`src/f2u16_pkg.sv`:
```
// package: beat types and constants for the float to u16 converter
package f2u16_pkg;

	localparam int unsigned ValueW = 16;
	localparam logic [7:0] ExpAllOnes = 8'hFF;
	localparam logic [7:0] ExpHalf = 8'd126;
	localparam logic [7:0] ExpTop = 8'd143;
	localparam logic [30:0] MagQuarter = 31'h3E800000;

	typedef struct packed {
		logic [31:0] float_bits;
		logic        last_in;
	} in_beat_t;

	typedef struct packed {
		logic [ValueW-1:0] value;
		logic              item_out_of_range;
		logic              batch_error;
		logic              last_out;
	} out_beat_t;

	typedef struct packed {
		logic [ValueW-1:0] value;
		logic              err;
	} conv_res_t;

endpackage

```
`src/f2u16_round.sv`:
```
// module: combinational round-to-nearest-even conversion of one float word
module f2u16_round (
	input  logic [31:0]          bits,
	output f2u16_pkg::conv_res_t res
);
	import f2u16_pkg::*;

	logic        sign;
	logic [7:0]  expo;
	logic [23:0] mant;
	logic [4:0]  shift;
	logic [23:0] whole;
	logic [23:0] rem;
	logic [23:0] half;
	logic        rnd;
	logic [24:0] sum;

	assign sign = bits[31];
	assign expo = bits[30:23];
	assign mant = {1'b1, bits[22:0]};
	assign shift = 5'(8'd150 - expo);
	assign whole = mant >> shift;
	assign rem = mant & ((24'd1 << shift) - 24'd1);
	assign half = 24'd1 << (shift - 5'd1);
	assign rnd = (rem > half) || ((rem == half) && whole[0]);
	assign sum = {1'b0, whole} + {24'd0, rnd};

	always_comb begin
		res = '0;
		priority if (expo == ExpAllOnes) begin
			res.err = 1'b1;
		end else if (sign) begin
			res.err = !(bits[30:0] <= MagQuarter);
		end else if (expo < ExpHalf) begin
			res.err = 1'b0;
		end else if (expo > ExpTop) begin
			res.err = 1'b1;
		end else if (sum[24:ValueW] != '0) begin
			res.err = 1'b1;
		end else begin
			res.value = sum[ValueW-1:0];
		end
	end

endmodule

```
`src/float_to_u16_round_convert.sv`:
```
// top level: float to u16 round-nearest-even converter with sticky batch error
//  channel | valid     | stall     | payload
//  input   | in_valid  | in_stall  | in_data  (float_bits, last_in)
//  output  | out_valid | out_stall | out_data (value, flags, last_out)
// one beat per cycle unless a full output is stalled; each beat passes the input register, then the
// combinational rounder, then the result register
// the sticky error updates as each beat leaves the input register
// reset clears valids and sticky error; in_stall follows a full, stalled pipe
module float_to_u16_round_convert (
	input  logic                  clk,
	input  logic                  arst_n,
	input  logic                  in_valid,
	output logic                  in_stall,
	input  f2u16_pkg::in_beat_t   in_data,
	output logic                  out_valid,
	input  logic                  out_stall,
	output f2u16_pkg::out_beat_t  out_data
);
	import f2u16_pkg::*;

	in_beat_t  data_s1;
	logic      valid_s1;
	logic      sticky_q;
	conv_res_t res;
	logic      adv_s1;
	logic      batch;

	f2u16_round u_round (
		.bits(data_s1.float_bits),
		.res (res)
	);

	assign adv_s1 = valid_s1 && !(out_valid && out_stall);
	assign in_stall = valid_s1 && !adv_s1;
	assign batch = sticky_q | res.err;

	always_ff @(posedge clk or negedge arst_n) begin
		if (!arst_n) begin
			valid_s1 <= 1'b0;
		end else if (!in_stall) begin
			valid_s1 <= in_valid;
		end
	end

	always_ff @(posedge clk) begin
		if (!in_stall && in_valid) begin
			data_s1 <= in_data;
		end
	end

	always_ff @(posedge clk or negedge arst_n) begin
		if (!arst_n) begin
			out_valid <= 1'b0;
			sticky_q <= 1'b0;
		end else begin
			if (adv_s1) begin
				out_valid <= 1'b1;
				sticky_q <= data_s1.last_in ? 1'b0 : batch;
			end else if (!out_stall) begin
				out_valid <= 1'b0;
			end
		end
	end

	always_ff @(posedge clk) begin
		if (adv_s1) begin
			out_data.value <= res.value;
			out_data.item_out_of_range <= res.err;
			out_data.batch_error <= batch;
			out_data.last_out <= data_s1.last_in;
		end
	end

`ifndef SYNTH
	a_zero_on_err: assert property (@(posedge clk) disable iff (!arst_n)
		out_valid && out_data.item_out_of_range |-> out_data.value == '0)
		else $error("flagged beat carries nonzero value");
	a_batch_covers: assert property (@(posedge clk) disable iff (!arst_n)
		out_valid && out_data.item_out_of_range |-> out_data.batch_error)
		else $error("batch error misses item flag");
	a_sticky_clear: assert property (@(posedge clk) disable iff (!arst_n)
		adv_s1 && data_s1.last_in |=> !sticky_q)
		else $error("sticky error not cleared after last beat");
`endif

endmodule
```
`config.mk`:
```
export PLATFORM = sky130hd
export DESIGN_NAME = float_to_u16_round_convert
export DESIGN_NICKNAME = d
export VERILOG_FILES = /design/src/f2u16_pkg.sv /design/src/f2u16_round.sv /design/src/float_to_u16_round_convert.sv
export SDC_FILE = /design/constraint.sdc
export NUM_CORES = 1
export LEC_CHECK = 0
export ABC_AREA = 1
export BUFFER_PORTS_ARGS = -buffer_cell sky130_fd_sc_hd__buf_2
export CORE_ASPECT_RATIO = 1.4
export CORE_MARGIN = 5
export CORE_UTILIZATION = 52
export CTS_CLUSTER_DIAMETER = 40
export DETAILED_ROUTE_END_ITERATION = 8
export PLACE_DENSITY = 0.75
export SLEW_MARGIN = 10
export SYNTH_ARGS = -nofsm -noshare
export SYNTH_HDL_FRONTEND = slang
export SYNTH_SLANG_ARGS = --single-unit
```
`constraint.sdc`:
```
create_clock -name clk -period 5.4 [get_ports clk]
set_clock_uncertainty 0.1 [all_clocks]
set_input_delay 0.27 -clock clk [delete_from_list [all_inputs] [get_ports clk]]
set_output_delay 0.27 -clock clk [all_outputs]
set_load 0.02 [all_outputs]
```
Word level (Yosys, flattened, before mapping)
Index checks and enable logic that the tools add are counted.

storage, ports and cells
  flip-flop bits (word level) = 55
  input bits = 37
  output and inout bits = 21
  logic and storage cells = 45

operators by class
  $add $sub $neg = 4
  magnitude comparators = 4
  equality and inequality tests = 3
  shift-type cells = 3
  muxes and demuxes = 8
  bitwise logic cells = 2
  reduce and logical (&&, ||, !) cells = 12

operator list
  operator                                                           count
  << shifter 1 x 5 -> 24 bit (first input constant)                  2
  less-or-equal comparator 31 x 30 -> 1 bit (second input constant)  1
  adder 24 x 1 -> 25 bit                                             1
  bitwise AND 24 bit                                                 1
  == test 24 bit                                                     1
  > comparator 24 bit                                                1
  right shift 24 x 5 -> 24 bit                                       1
  subtractor 24 x 1 -> 24 bit (second input constant)                1
  nonzero test 9 bit                                                 1
  == test 8 bit (second input constant)                              1
  > comparator 8 bit (second input constant)                         1
  less-than comparator 8 x 7 -> 1 bit (second input constant)        1
  2-to-1 mux 1 bit                                                   8
  logical AND 1 bit                                                  5
  OR reduction 5 bit                                                 1
  subtractor 5 x 1 -> 5 bit (second input constant)                  1
  subtractor 5 bit (first input constant)                            1
  zero test 1 bit                                                    4
  != test 2 x 1 -> 1 bit (second input constant)                     1
  logical OR 1 bit                                                   1
  bitwise OR 1 bit                                                   1

Logic depth before layout (Yosys ltp)
Gate-level depths: netlist of the first run.

  word-level depth = 16
  gate-level depth with buffers = 43

Cells and area by module
From an unflattened synthesis of the first run, not the netlist that was laid out.

second synthesis, totals
  cell total of the unflattened synthesis = 833
  area total of the unflattened synthesis = 5915.7 um^2

modules (own cells, without submodules)
  module                      instances  cells each  area each (um^2)  seq. area each (um^2)
  f2u16_round                 1          762         4212.8            0.0
  float_to_u16_round_convert  1          71          1702.9            1636.6

Least setup slack after synthesis of the first run
No wires, ideal clock.

  path type = flip-flop to flip-flop
  from = register data_s1[25] (netlist bit)
  to = register out_data[18] (netlist bit), data pin
  library setup time = 0.140 ns
  arrival time = 5.599 ns
  slack = -0.440 ns
  cell stages (with the launch flop) = 41
  period minus slack after synthesis = 5.840 ns
  cells stage by stage = edfxtp_1 ha_1 ha_1 buf_2 buf_2 nor2_1 inv_1 nor2_1 inv_1 ha_1 nand2_1 inv_1 nand4_1 nor3_2 nand3_1 nor3_2 nand3_1 xor2_1 [... 5 more ...] nor3_1 nand2_1 o211ai_1 o21ai_0 o21ai_0 ha_1 ha_1 nand2_1 nor2_1 nand3_1 nand2_1 nand2_1 a21oi_2 nand3_2 nor2_2 nand2_2 buf_6 a21oi_2

on the way
  word-level cells in the longest chain between the ends = 10

ends and longest elaborated chain
  what                                                             line                              RTL
  start: declaration                                               float_to_u16_round_convert.sv:21  in_beat_t data_s1;
  start signal: assignment                                         float_to_u16_round_convert.sv:47  data_s1 <= in_data;
  branches (longest 10 deep; another with adder 24 x 1 -> 25 bit)  -
  end: declaration                                                 float_to_u16_round_convert.sv:17  output f2u16_pkg::out_beat_t out_data

Parallel ways; which one is timed is not known.
A chain may end at the register's enable or synchronous reset.

Final worst setup path of the first run
  from = register data_s1[24] (netlist bit)
  to = register out_data[8] (netlist bit), data pin

The elaborated chain is that of the path after synthesis.

==> run summary, run 1 <==
Syn_area_per_cell: 6.88 um2
Mux cell area share after synthesis: 0
Hold_ws: 30.4 ps
Setup violations, final: 19
XOR/XNOR share of the synthesized area: 0.0250
CTS tree: built
HP Start: in_data[11]
Vias in the first global route: 6190
Final Power: 1840 uW
Final Hold Viols: 0
Initial drt markers: 770
R2r startpoint: data_s1[24]
Layout cells sized above 1: 0.302
Startpoint types: register
Crit Path Max Fanout: 6
Pwr dens: 254 nW/um2
Clock Pin Slew Worst Setup and Hold Paths: 80 ps
Rel. slew slack: 0.212
Most frequent cells in the layout: 208 x nand2_1, 129 x nand3_1, 121 x buf_4, 85 x nor2_1, 66 x inv_1
GRT Total Usage: 0.299
Port Buf Inserts: 57
Data required, critical path: 5470 ps
Synth area leaders: edfxtp_1 28%, nand2_1 14%, nand3_1 12%, ha_1 8.5%, nor2_1 6.2%
Root buf cell: clkbuf_16
Outcome: finished, violations left
Per-cell routed wire length: 17.9 um
Static Leak: 0.00348 uW
IO Pins: 58
Unrepaired setup endpoints after global routing: true
Total detailed-routing wirelength: 20.1 mm
Slowest-stage cell, CP: edfxtp_1
Synth area leader: edfxtp_1
Height of the die: 133 um
Post-Synth Adder-Cell Area: 0.0848
Drt drc: 0
Die area: 13000 um2
Min cycle time layout: 5810 ps
Register area share after synthesis: 0.292
CP endpoint kind: register
Clock tree buffer depth: 2
Sequential power share: 0.295
Cell Area, Placed: 6820 um2
Prevailing post-synth register cell: edfxtp_1
Htree depth: 2
Slew @ Worst Pin: 1180 ps
FF+latch count, synth: 55
Fmax: 0.172 GHz
ANT nets after route: 0
Hold/Removal Path Class: in -> reg
Internal: 1060 uW
Synthesized net count: 889
Row count: 44
Slew Limit Fails: 0
Critical path startpoint: data_s1[24]
Max-Cap Viols: 0
Combinational cell fraction of total power: 0.521
Final instance area: 7260 um2
Vias per inst: 5.81
Layout area overhead: 29.5%
Ant diodes: 0
Syn Std Cell Area: 5600 um2
Dpl ws: -449 ps
Initial core utilization: 0.536
Final HPWL DP: 15.8 mm
Synth warn: 0
Clk network pwr share: 0.184
Nets: 1059
Synth Area in Compound Gates: 0.0665
Final std cells w/o fill: 1123
Core Box Area: 10500 um2
Final worst slack: -412 ps
Final GP Congestion: 1.01
First drt pass iteration count: 6
Simple-gate area share of the yosys netlist: 0.450
Vias: 6521
Cts bufs inserted: 5
Maximum vdd drop: 0.208 mV
Initial antenna violation count: 0
Congestion Overflow GR: 0
Synth top area share: 0.279
Dpl cells: 1095
Critical Path Max Stage Delay: 450 ps
Switch Pwr: 780 uW
Violated checks: negative setup slack
WP data arrival: 5880 ps
Cell variety after synth: 41
Syn Inst Count: 814
Die X: 97.7 um
First-pass GRT wire length: 30.7 mm
Kind of critical path: reg -> reg
Main combinational cell family by area after synthesis: simple AND/OR/NAND/NOR gates
Post-synth EDFFs: 52
Largest net degree at the start of global routing: 34
Commonest non-fill, non-tap cell in the layout: nand2_1
Sw Share: 0.424
Fraction of registers with async set/reset: 0.0545
Period utilization: 1.08
Worst-skew pair later-pin latency: 310 ps
CTS sink count: 55
## per-stage QoR
step	TNS, ps	utilization
after detailed placement	-7090	0.652
after floorplan	0	-
after global placement	-2890	0.652
final	-7060	0.694
after CTS	-3340	0.686
after global routing	-15050	0.694
## what timing repair did
item / in CTS / in global routing
hold buffers: 1 / 0
gates resized for setup: 18 / 12
hold endpoints to repair: 3 / 0
gates cloned: 1 / 0
buffers inserted: 12 / 6
endpoints found under the setup margin: 19 / 19
pin swaps: 8 / 20
## power by group through the flow
stage               logic [uW]  clock network (uW)  registers [uW]
detailed placement         860                   0             551
floorplan                  550                   0             560
CTS                        915                 344             541
global placement           841                   0             550
global route              1040                 359             545
finish                     960                 339             542
## layout make-up
class | count | area, um2
multi-input cells | 659 | 3720
fillers | 891 | 3200
flip-flops and latches | 55 | 1640
repair buffers | 184 | 1280
inverters | 79 | 299
well taps | 138 | 173
clock buffers | 5 | 125
clock inverters | 3 | 28.8
## routing by layer
metal,vias to the layer above,share of wire,global-route usage
met2,392,0.50,0.541
met1,2954,0.35,0.311
met5,-,0,0
met3,112,0.071,0.0532
met4,0,0.081,0.200
li1,3063,-,-
## critical path, delay by kind of cell, from the launching register on
family                     cells  cell delay (ps)
and+or+nand+nor               22             2580
AOI/OAI and AO/OA              4              430
xor gates and xnor gates       1              130
buffers and inverters          6              590
DFF                            1              450
adders and majority gates      6             1380
## cell usage after synthesis, drive strengths merged, types with 2 or more instances
cell type    n
inv         79
nand4       22
nor4         3
clkbuf       5
or2          2
o21ai       23
dfrtp        3
edfxtp      52
nor3b        2
buf         17
a21oi       33
nand2      233
nor2       116
nor3        19
nand3b       2
xnor2        2
xor2        14
ha          38
a211oi       2
nand3      139
## state kept, by name, summed over array words and instances (netlist names)
name       count
data_s1       33
out_data      19
out_valid      1
sticky_q       1
valid_s1       1
## cell families (layout without fill, tap and decap cells)
family                     count (synthesis)  after routing
and+or+nand+nor                          539            540
DFF                                       55             55
AOI/OAI and AO/OA                         65             65
buffers and inverters                    101            271
xor gates and xnor gates                  16             16
adders and majority gates                 38             38
## path summary, 6_finish.rpt
check | endpoint | depth (start not counted) | slack (ps)
max | out_data[8] | 39 | -410
min | data_s1[11] | 1 | 30
max reg2reg | out_data[8] | 39 | -410
min reg2reg | out_data[0] | 0 | 360
max in group asynchronous | out_valid | 2 | 4890
min in group asynchronous | valid_s1 | 2 | 200
Note: power is estimated with default switching activity, not from simulation.
==> inputs of run 2 (changes only) <==
--- a/config.mk
+++ b/config.mk
@@ -9,10 +9,10 @@
 export BUFFER_PORTS_ARGS = -buffer_cell sky130_fd_sc_hd__buf_2
 export CORE_ASPECT_RATIO = 1.4
 export CORE_MARGIN = 5
-export CORE_UTILIZATION = 52
+export CORE_UTILIZATION = 55
 export CTS_CLUSTER_DIAMETER = 40
 export DETAILED_ROUTE_END_ITERATION = 8
-export PLACE_DENSITY = 0.75
+export PLACE_DENSITY = 0.78
 export SLEW_MARGIN = 10
 export SYNTH_ARGS = -nofsm -noshare
 export SYNTH_HDL_FRONTEND = slang
==> run summary, run 2 (synthesized netlist as in run 1, its figures left out) <==
Outcome: finished, violations left
Violated checks: negative setup slack
R2r startpoint: data_s1[24]
Port Buf Inserts: 57 (unchanged)
Final instance area: 7500 um2 (+3.3%)
CTS sink count: 55 (unchanged)
Slowest-stage cell, CP: edfxtp_1
Clock tree buffer depth: 2 (unchanged)
Hold/Removal Path Class: in -> reg
Vias in the first global route: 6537 (+5.6%)
Critical Path Max Stage Delay: 480 ps (+30 ps)
Cell Area, Placed: 6930 um2 (+1.7%)
Commonest non-fill, non-tap cell in the layout: nand2_1
Hold path depth: 1 (unchanged)
Fmax: 0.169 GHz (-1.6%)
Largest net degree at the start of global routing: 34 (unchanged)
Static Leak: 0.00360 uW (+3.4%)
Final HPWL DP: 16.4 mm (+3.8%)
Reg-to-Reg End: out_data[1]
First-pass GRT wire length: 32.7 mm (+6.4%)
IO Pins: 58 (unchanged)
WP data arrival: 5830 ps (-50 ps)
Total detailed-routing wirelength: 21.2 mm (+5.7%)
Fillers: 789 (-11%)
Most frequent cells in the layout: 207 x nand2_1, 143 x buf_4, 129 x nand3_1, 81 x nor2_1, 65 x inv_1
Pwr dens: 251 nW/um2 (-1.1%)
Core Box Area: 9950 um2 (-4.8%)
Die X: 95.3 um (-2.5%)
Storage cell area: 1640 um2 (unchanged)
Fin util: 0.753 (+0.0593)
Kind of critical path: reg -> reg
Height of the die: 129 um (-2.6%)
Slew Limit Fails: 0 (unchanged)
Startpoint types: register
Row count: 43 (-2.3%)
Data required, critical path: 5330 ps (-140 ps)
Layout cells sized above 1: 0.327 (+0.0255)
Ant diodes: 0 (unchanged)
Setup violations, final: 19 (unchanged)
Crit Path Max Fanout: 8 (+2)
Initial antenna violation count: 0 (unchanged)
Final Hold Viols: 0 (unchanged)
Most frequent CP cell: nand3_2
HP Start: in_data[4]
CP endpoint kind: register
Initial core utilization: 0.563 (+0.0273)
Max reg flops: 33 (unchanged)
Maximum vdd drop: 0.226 mV (+8.7%)
Final std cells w/o fill: 1144 (+1.9%)
Per-cell routed wire length: 18.5 um (+3.7%)
Final Power: 1880 uW (+2.2%)
Die area: 12300 um2 (-5.0%)
Final worst slack: -507 ps (-95.1 ps)
Vias per inst: 5.92 (+2.0%)
Worst-skew pair later-pin latency: 300 ps (about the same)
Worst reg2reg setup slack: -510 ps (-100 ps)
First drt pass iteration count: 8 (+2)
Rel. slew slack: 0.117 (-0.0957)
Biggest regs: data_s1 (33), out_data (19)
Setup TNS: -8540 ps (-1480 ps)
Htree depth: 2 (unchanged)
Min cycle time layout: 5910 ps (+95.1 ps)
Nets: 1083 (+2.3%)
Cts bufs inserted: 5 (unchanged)
Unrepaired setup endpoints after global routing: true
CTS tree: built
Dpl cells: 1106 (+1.0%)
Drt drc: 0 (unchanged)
ANT nets after route: 0 (unchanged)
R2R cell count: 34 (-13%)
Layout area overhead: 33.8%
Clock Pin Slew Worst Setup and Hold Paths: 80 ps (about the same)
Max-Cap Viols: 0 (unchanged)
Initial drt markers: 732 (-4.9%)
Largest reg by FF count: data_s1
Vias: 6773 (+3.9%)
WHS Endpoint: data_s1[4]
Area of the multi-input gates: 3780 um2 (+1.6%)
Final GP Congestion: 1.07 (+6.5%)
Root buf cell: clkbuf_16
GRT Total Usage: 0.347 (+0.0487)
Congestion Overflow GR: 0 (unchanged)
Period utilization: 1.09 (+0.0176)
Slew @ Worst Pin: 1320 ps (+136 ps)
## run 2: report_power, final
group / switching [uW] / total (uW) / internal (uW)
logic: 613 / 1010 / 401
registers: 29.9 / 543 / 513
clock network: 150 / 323 / 174
total: 793 / 1880 / 1090
## run 2: what timing repair did
item                       in CTS  in global routing
pin swaps                       8                  3
setup buffers                  18                 10
hold endpoints to repair        3                  0
setup endpoints to repair      19                 19
gates cloned                    1                  0
gates resized for setup        33                 14
hold buffers                    1                  0
## run 2: worst max path at each step
stage | end | depth (start not counted) | startpoint | slack (ps)
floorplan | out_data[18] | 38 | data_s1[25] | 10
global placement | out_data[5] | 37 | data_s1[24] | -310
detailed placement | out_data[5] | 35 | data_s1[24] | -530
CTS | out_data[1] | 37 | data_s1[24] | -200
global route | out_data[14] | 40 | data_s1[24] | -800
finish | out_data[1] | 34 | data_s1[24] | -510
## run 2: area by class of cell
| class | count | share of cell area |
|---|---|---|
| clock inverter | 3 | 0.00334 |
| inverter | 79 | 0.0396 |
| timing repair buffer | 208 | 0.195 |
| tap | 135 | 0.0225 |
| sequential | 55 | 0.218 |
| clock buffer | 5 | 0.0167 |
| multi-input combinational | 659 | 0.504 |
## run 2: per-layer routing
metal,vias up,global-route usage,share of wire,routed length (um)
met5,-,0,0,0
met4,0,0.257,0.098,2080
met3,161,0.0534,0.076,1620
met2,454,0.612,0.50,10600
met1,3033,0.368,0.33,6930
li1,3125,-,-,-
## run 2: critical path, delay by kind of cell (launching register included)
kind | cells | cell delay, ps
xor+xnor | 2 | 470
simple gates | 18 | 2310
compound gates | 2 | 390
buf+inv | 7 | 700
flops | 1 | 480
fa+ha+maj | 5 | 1160
## run 2: through the flow
step	setup slack, ps	hold WS, ps
3_5_place_dp	-530	-31.8
2_1_floorplan	12.7	-126
6_report	-507	39.7
3_3_place_gp	-308	-34.2
4_1_cts	-200	36.9
5_1_grt	-800	30.7
==> inputs of run 3 (changes only) <==
--- a/config.mk
+++ b/config.mk
@@ -8,7 +8,7 @@
 export ABC_AREA = 1
 export BUFFER_PORTS_ARGS = -buffer_cell sky130_fd_sc_hd__buf_2
 export CORE_ASPECT_RATIO = 1.4
-export CORE_MARGIN = 5
+export CORE_MARGIN = 1
 export CORE_UTILIZATION = 55
 export CTS_CLUSTER_DIAMETER = 40
 export DETAILED_ROUTE_END_ITERATION = 8
==> run summary, run 3 (synthesized netlist as in run 1, its figures left out) <==
Vias in the first global route: 6260 (-4.2%)
Hold/Removal Path Class: in -> reg
Fmax: 0.172 GHz (+1.8%)
Biggest regs: data_s1 (33), out_data (19)
R2R cell count: 35 (+2.9%)
First-pass GRT wire length: 30.2 mm (-7.6%)
Row count: 43 (unchanged)
CTS tree: built
Core Box Area: 9900 um2 (-0.54%)
First drt pass iteration count: 7 (-1)
Area of the multi-input gates: 3840 um2 (+1.8%)
IO Pins: 58 (unchanged)
Reg-to-Reg End: out_data[17]
Fillers: 775 (-1.8%)
Most frequent cells in the layout: 202 x nand2_1, 128 x nand3_1, 122 x buf_4, 82 x nor2_1, 61 x inv_1
Ant diodes: 0 (unchanged)
Setup violations, final: 19 (unchanged)
Congestion Overflow GR: 0 (unchanged)
Final Hold Viols: 0 (unchanged)
Crit Path Max Fanout: 8 (unchanged)
Clock tree buffer depth: 2 (unchanged)
Root buf cell: clkbuf_16
Rel. slew slack: 0.205 (+0.0886)
Final Power: 1870 uW (-0.69%)
Per-cell routed wire length: 17.9 um (-3.4%)
Kind of critical path: reg -> reg
Drt drc: 0 (unchanged)
Initial antenna violation count: 0 (unchanged)
Die X: 87.3 um (-8.4%)
Vias per inst: 5.88 (-0.66%)
Maximum vdd drop: 0.175 mV (-23%)
Largest reg by FF count: data_s1
CP endpoint kind: register
Final HPWL DP: 15.6 mm (-5.3%)
Vias: 6628 (-2.1%)
Worst reg2reg setup slack: -400 ps (+100 ps)
WP data arrival: 5860 ps (+30 ps)
Slowest-stage cell, CP: edfxtp_1
Slew Limit Fails: 0 (unchanged)
Final std cells w/o fill: 1127 (-1.5%)
Clock Pin Slew Worst Setup and Hold Paths: 80 ps (about the same)
Period utilization: 1.07 (-0.0190)
Commonest non-fill, non-tap cell in the layout: nand2_1
Delay-heaviest family, CP: simple AND/OR/NAND/NOR gates
Unrepaired setup endpoints after global routing: true
GRT Total Usage: 0.379 (+0.0321)
Largest net degree at the start of global routing: 34 (unchanged)
Crit path capture: out_data[17]
Critical Path Max Stage Delay: 430 ps (-50 ps)
Max-Cap Viols: 0 (unchanged)
Min cycle time layout: 5800 ps (-102 ps)
Storage cell area: 1640 um2 (unchanged)
Initial drt markers: 758 (+3.6%)
Total detailed-routing wirelength: 20.2 mm (-4.8%)
Final GP Congestion: 1.01 (-5.7%)
Nets: 1066 (-1.6%)
HP Start: in_data[21]
Cts bufs inserted: 5 (unchanged)
R2r startpoint: data_s1[25]
Data required, critical path: 5450 ps (+120 ps)
Buf+Inv Stages, Crit Path: 6 (-1)
Startpoint types: register
Worst-skew pair later-pin latency: 300 ps (about the same)
Outcome: finished, violations left
Slew @ Worst Pin: 1190 ps (-125 ps)
Htree depth: 2 (unchanged)
Height of the die: 121 um (-6.2%)
Max reg flops: 33 (unchanged)
Pwr dens: 250 nW/um2 (-0.32%)
Port Buf Inserts: 57 (unchanged)
Layout cells sized above 1: 0.329 (+0.00157)
Static Leak: 0.00352 uW (-2.2%)
Dpl cells: 1086 (-1.8%)
Initial core utilization: 0.566 (+0.00306)
Stages on worst setup path: 35 (+2.9%)
Final worst slack: -404 ps (+102 ps)
Critical path startpoint: data_s1[25]
Die area: 10600 um2 (-14%)
Violated checks: negative setup slack
CTS sink count: 55 (unchanged)
Layout area overhead: 33.3%
ANT nets after route: 0 (unchanged)
==> run 3: changes by cell type in the layout (fill, tap and decap cells not counted), moves of 3 or more <==
cell     before  now
nand2_1     207  202
nand2_2      21   24
inv_1        65   61
buf_4       143  122
buf_6         5   10
==> run 3: metrics by stage <==
stage          TNS, ps  setup WS, ps  cell area [um2]  utilization  hold slack (ps)
2_1_floorplan        0          12.7             5720            -             -126
3_3_place_gp     -3310          -217             6770        0.684            -34.9
3_5_place_dp     -4830          -304             6770        0.684            -30.2
4_1_cts          -2830          -193             7240        0.731             38.1
5_1_grt         -14340          -791             7470        0.754             38.7
6_report         -6800          -404             7470        0.754             38.0
==> run 3: what timing repair did <==
item | CTS | global route
hold buffers | 1 | 0
endpoints found under the setup margin | 19 | 19
setup buffers | 19 | 14
endpoints found under the hold margin | 3 | 0
pin swaps | 39 | 41
gates resized for setup | 35 | 37
cloned | 0 | 0
==> run 3: report_power, final <==
group          total, uW  internal, uW  switching (uW)
clock                327           174             153
combinational        998           396             602
sequential           542           513            29.3
total               1870          1080             784
==> run 3: final cells by class <==
class                           instances  share of cell area
Clock buffer                            5              0.0168
Clock inverter                          3             0.00318
Inverter                               79              0.0409
Multi-Input combinational cell        658               0.515
Sequential cell                        55               0.219
Tap cell                              135              0.0226
Timing Repair Buffer                  192               0.183
==> run 3: worst min-delay path by stage <==
stage / slack (ps) / cells past startpoint / to
after floorplan: -130 / 0 / out_valid
after global placement: -30 / 1 / valid_s1
after detailed placement: -30 / 1 / valid_s1
after CTS: 40 / 1 / data_s1[29]
after global routing: 40 / 1 / data_s1[26]
final: 40 / 1 / data_s1[21]
==> run 3: metal layers <==
metal	GRT usage	part of all wire	wire length [um]	vias up
met2	0.661	0.49	9950	410
met3	0.0578	0.079	1590	148
met5	0	0	0	-
met4	0.289	0.090	1820	0
met1	0.403	0.34	6840	2976
li1	-	-	-	3094
